<file path="config.mk">
export PLATFORM = sky130hd
export DESIGN_NAME = gmcp_addsat
export DESIGN_NICKNAME = d
export VERILOG_FILES = /design/src/sv/gmcp_pkg.sv /design/src/sv/gmcp_addsat.sv
export SDC_FILE = /design/constraint.sdc
export NUM_CORES = 1
export LEC_CHECK = 0
export BUFFER_PORTS_ARGS = -buffer_cell sky130_fd_sc_hd__buf_2
export CORE_MARGIN = 2
export CORE_UTILIZATION = 55
export DETAILED_ROUTE_END_ITERATION = 10
export PLACE_DENSITY = 0.85
export SETUP_SLACK_MARGIN = 0.2
export SLEW_MARGIN = 25
export SYNTH_ARGS = -nofsm -noshare
export SYNTH_HDL_FRONTEND = slang
export SYNTH_SLANG_ARGS = --single-unit
export TNS_END_PERCENT = 30
</file>
<file path="constraint.sdc">
create_clock -name vclk -period 11.4
set_input_delay 2.28 -clock vclk [all_inputs]
set_output_delay 2.28 -clock vclk [all_outputs]
set_load 0.02 [all_outputs]
</file>
<file path="src/sv/gmcp_pkg.sv">
package gmcp_pkg;

  localparam int COST_WIDTH     = 16;
  localparam int SUM_WIDTH      = 32;
  localparam int NUM_COLS_WIDTH = 11;
  localparam int MAX_COLS_DEF   = 1024;

  typedef struct packed {
    logic signed [COST_WIDTH-1:0] cell_cost;
    logic                         last_cell;
  } in_item_t;

  typedef struct packed {
    logic signed [SUM_WIDTH-1:0] path_cost;
    logic                        saturated;
  } out_item_t;

  // Position of the cell in the grid, as seen by the adder stage.
  typedef struct packed {
    logic first_row;
    logic first_col;
  } cell_pos_t;

endpackage

</file>
<file path="src/sv/gmcp_addsat.sv">
module gmcp_addsat (
  input  logic signed [gmcp_pkg::COST_WIDTH-1:0] cost_i,
  input  logic signed [gmcp_pkg::SUM_WIDTH-1:0]  up_i,
  input  logic signed [gmcp_pkg::SUM_WIDTH-1:0]  left_i,
  input  logic signed [gmcp_pkg::SUM_WIDTH-1:0]  diag_i,
  input  gmcp_pkg::cell_pos_t                    pos_i,
  output logic signed [gmcp_pkg::SUM_WIDTH-1:0]  sum_o,
  output logic                                   sat_o
);

  localparam int SW = gmcp_pkg::SUM_WIDTH;
  localparam int CW = gmcp_pkg::COST_WIDTH;

  logic signed [SW-1:0] min_ul;
  logic signed [SW-1:0] best;
  logic        [SW:0]   raw;

  always_comb begin
    min_ul = (left_i < up_i) ? left_i : up_i;
    if (pos_i.first_row) begin
      best = pos_i.first_col ? '0 : left_i;
    end else if (pos_i.first_col) begin
      best = up_i;
    end else begin
      best = (diag_i < min_ul) ? diag_i : min_ul;
    end
  end

  // One guard bit catches overflow of the signed sum.
  assign raw = {best[SW-1], best} + {{(SW + 1 - CW){cost_i[CW-1]}}, cost_i};

  always_comb begin
    sat_o = raw[SW] != raw[SW-1];
    if (!sat_o) begin
      sum_o = raw[SW-1:0];
    end else if (raw[SW]) begin
      sum_o = {1'b1, {(SW - 1){1'b0}}};
    end else begin
      sum_o = {1'b0, {(SW - 1){1'b1}}};
    end
  end

endmodule

</file>
==> impl_metrics.ini <==
[run_status]
outcome = finished clean

[cells_and_area]
seqCellArea_um2 = 0
syn2layout_area_growth_pct = 55.69
postLayoutCoreUtil_pct = 88.31
clock_buffers = 0
seq_cell_count = 0
drive_above_1_share_pct = 41.92
final_nets = 1084
antennaDiodeCount = 0
fillCellCount = 402

[hold_path]
hold_depth = 5
hold_path_class = input pin to output pin
hold_end = sum_o[0]
min_from = cost_i[0]

[floorplanning]
initial_core_util_pct = 56.72
rows = 33
die_x_um = 95.82
ios = 147
core_mm2 = 0.008175
die_h_um = 95.82
dieArea_mm2 = 0.009181

[timing]
tightestPinTransition_ns = 1.089
min_period_ns = 11.35
fin_crit_sh_pct = 99.60
rsz0062_at_grt = true
max_slew_margin_pct = 27.09
hold_violations = 0
hold_ws_ns = 5.118
setup-violations-final = 0
report.final.slew_viol_count = 0
fmax_ghz = 0.08807

[place]
gp_congestion = 0.9939
portBuffers = 147
hpwl_um = 13300

[global_route]
grt_pass1_wl_um = 26730
grt_max_degree = 33
grt_overflow_total = 0
first_global_vias = 5599
grt_usage_pct = 36.40
antenna_found_initial = 0

[detailed_routing]
vias = 6801
wl_um = 21630
drt_iter0_markers = 774
dr.pass1.iters = 6
ant_nets = 0
via_per_inst = 6.954
wire_per_inst_um = 22.11
drc = 0

[pwr]
p_leak_nw = 3.427
ir_worst_vdd_mv = 0.07290
p_per_area_mw_per_mm2 = 147.7

[yosys]
yosysTopAreaCellShare_pct = 25.36
synth_area_leaders = ha_1 (25%), nand3_1 (7.2%), mux2i_1 (6.9%)
yosys-top-cells-count = ha_1 (94), nand3_1 (67), inv_1 (49)
synth_area_mm2 = 0.004637
yosys.area.top_type = ha_1
yosysMostFrequentCell = ha_1
seq_area_frac_synth_pct = 0
synth_cells = 660
syn_nets = 869
syn_area_per_cell_um2 = 7.026
ys_warn_count = 0
synth_cell_type_count = 60

[critical_path]
cp_slowest_cell = ha_4
arrival_ns = 9.07
critical_path.startpoint_type = input pin
cp.required_ns = 9.12
cp_max_fo = 9
end_kind = output pin
critPathMaxStageDelay_ns = 0.34
critPathKind = input pin to output pin

[clock_tree]
cts-hold-fix-buffers = 0

[job]
cap_violations = 0
## cells by family after synthesis
| kind of cell | count (synthesis) | share of synthesized area [%] |
|---|---|---|
| compound gates | 204 | 30.06 |
| xor+xnor | 27 | 5.100 |
| fa+ha+maj | 97 | 26.23 |
| buf+inv | 77 | 6.503 |
| mux | 34 | 7.393 |
| simple gates | 221 | 24.72 |
## layer usage
layer | vias to the layer above | global-route usage, % | share of wire [%] | wire length (um)
met5 | - | 0 | 0.14 | 31
met4 | 2 | 9.762 | 7.3 | 1589
met3 | 181 | 3.367 | 12 | 2687
met2 | 591 | 64.34 | 46 | 9866
met1 | 3094 | 47.09 | 34 | 7450
li1 | 2933 | - | - | -
## how the worst max path moves through the flow
stage	from	endpoint	slack, ns	cells past startpoint
final	left_i[25]	sum_o[26]	0.05	35
after floorplan	up_i[25]	sum_o[22]	0.50	32
after global placement	up_i[25]	sum_o[16]	-0.41	31
after CTS	up_i[27]	sum_o[6]	0.20	32
after detailed placement	up_i[25]	sum_o[3]	-0.45	30
after global routing	up_i[2]	sum_o[23]	-0.62	38
## where the power goes
part	switching, W	internal, W
sequential	0	0
clock	0	0
combinational	0.000576	0.000491
## metrics by stage
step	TNS (ns)	instances	total power, W	instance area [um^2]	worst slack (ns)
4_1_cts	0	942	0.0007659	6112	0.2028
5_1_grt	-13.38	978	0.001126	7219	-0.6162
3_3_place_gp	-10.08	914	0.0006682	5649	-0.4078
6_report	0	978	0.001066	7219	0.04595
2_1_floorplan	0	660	0.0004571	4637	0.4971
3_5_place_dp	-10.67	914	0.0006831	5649	-0.4476
## placed cells by master, fill, tap and decap left out, types with 18 or more instances in the layout
| cell | Yosys | routed |
|---|---|---|
| buf_2 | 10 | 117 |
| buf_4 | 0 | 80 |
| ha_1 | 94 | 70 |
| nand3_1 | 67 | 55 |
| inv_1 | 49 | 43 |
| nor2_1 | 37 | 34 |
| a21oi_1 | 44 | 34 |
| a22oi_1 | 33 | 33 |
| nand2_1 | 31 | 29 |
| or3_1 | 29 | 29 |
| buf_6 | 0 | 28 |
| mux2i_1 | 32 | 20 |
| a21o_1 | 19 | 19 |
| ha_4 | 0 | 19 |
| o21ai_0 | 48 | 18 |
## final cells by class
cell class | count | area, um^2 | area share (%)
timing repair buffer | 239 | 1799 | 24.92
multi-input combinational | 585 | 5087 | 70.47
inverter | 49 | 201.4 | 2.790
tap | 105 | 131.4 | 1.820
## what timing repair did
item / CTS / global route
buffers inserted: 25 / 31
gates cloned: 3 / 5
gates resized for setup: 47 / 192
endpoints found under the setup margin: 32 / 33
pin swaps: 26 / 73
## critical path: cells and delay by family
family | cells | cell delay [ns]
AO/OA/AOI/OAI | 14 | 2.93
adder cells (fa/ha/maj) | 3 | 0.91
buffers and inverters | 9 | 1.35
multiplexers | 1 | 0.24
AND/OR/NAND/NOR | 8 | 1.34
No activity file was read; power rests on OpenSTA's default activity.
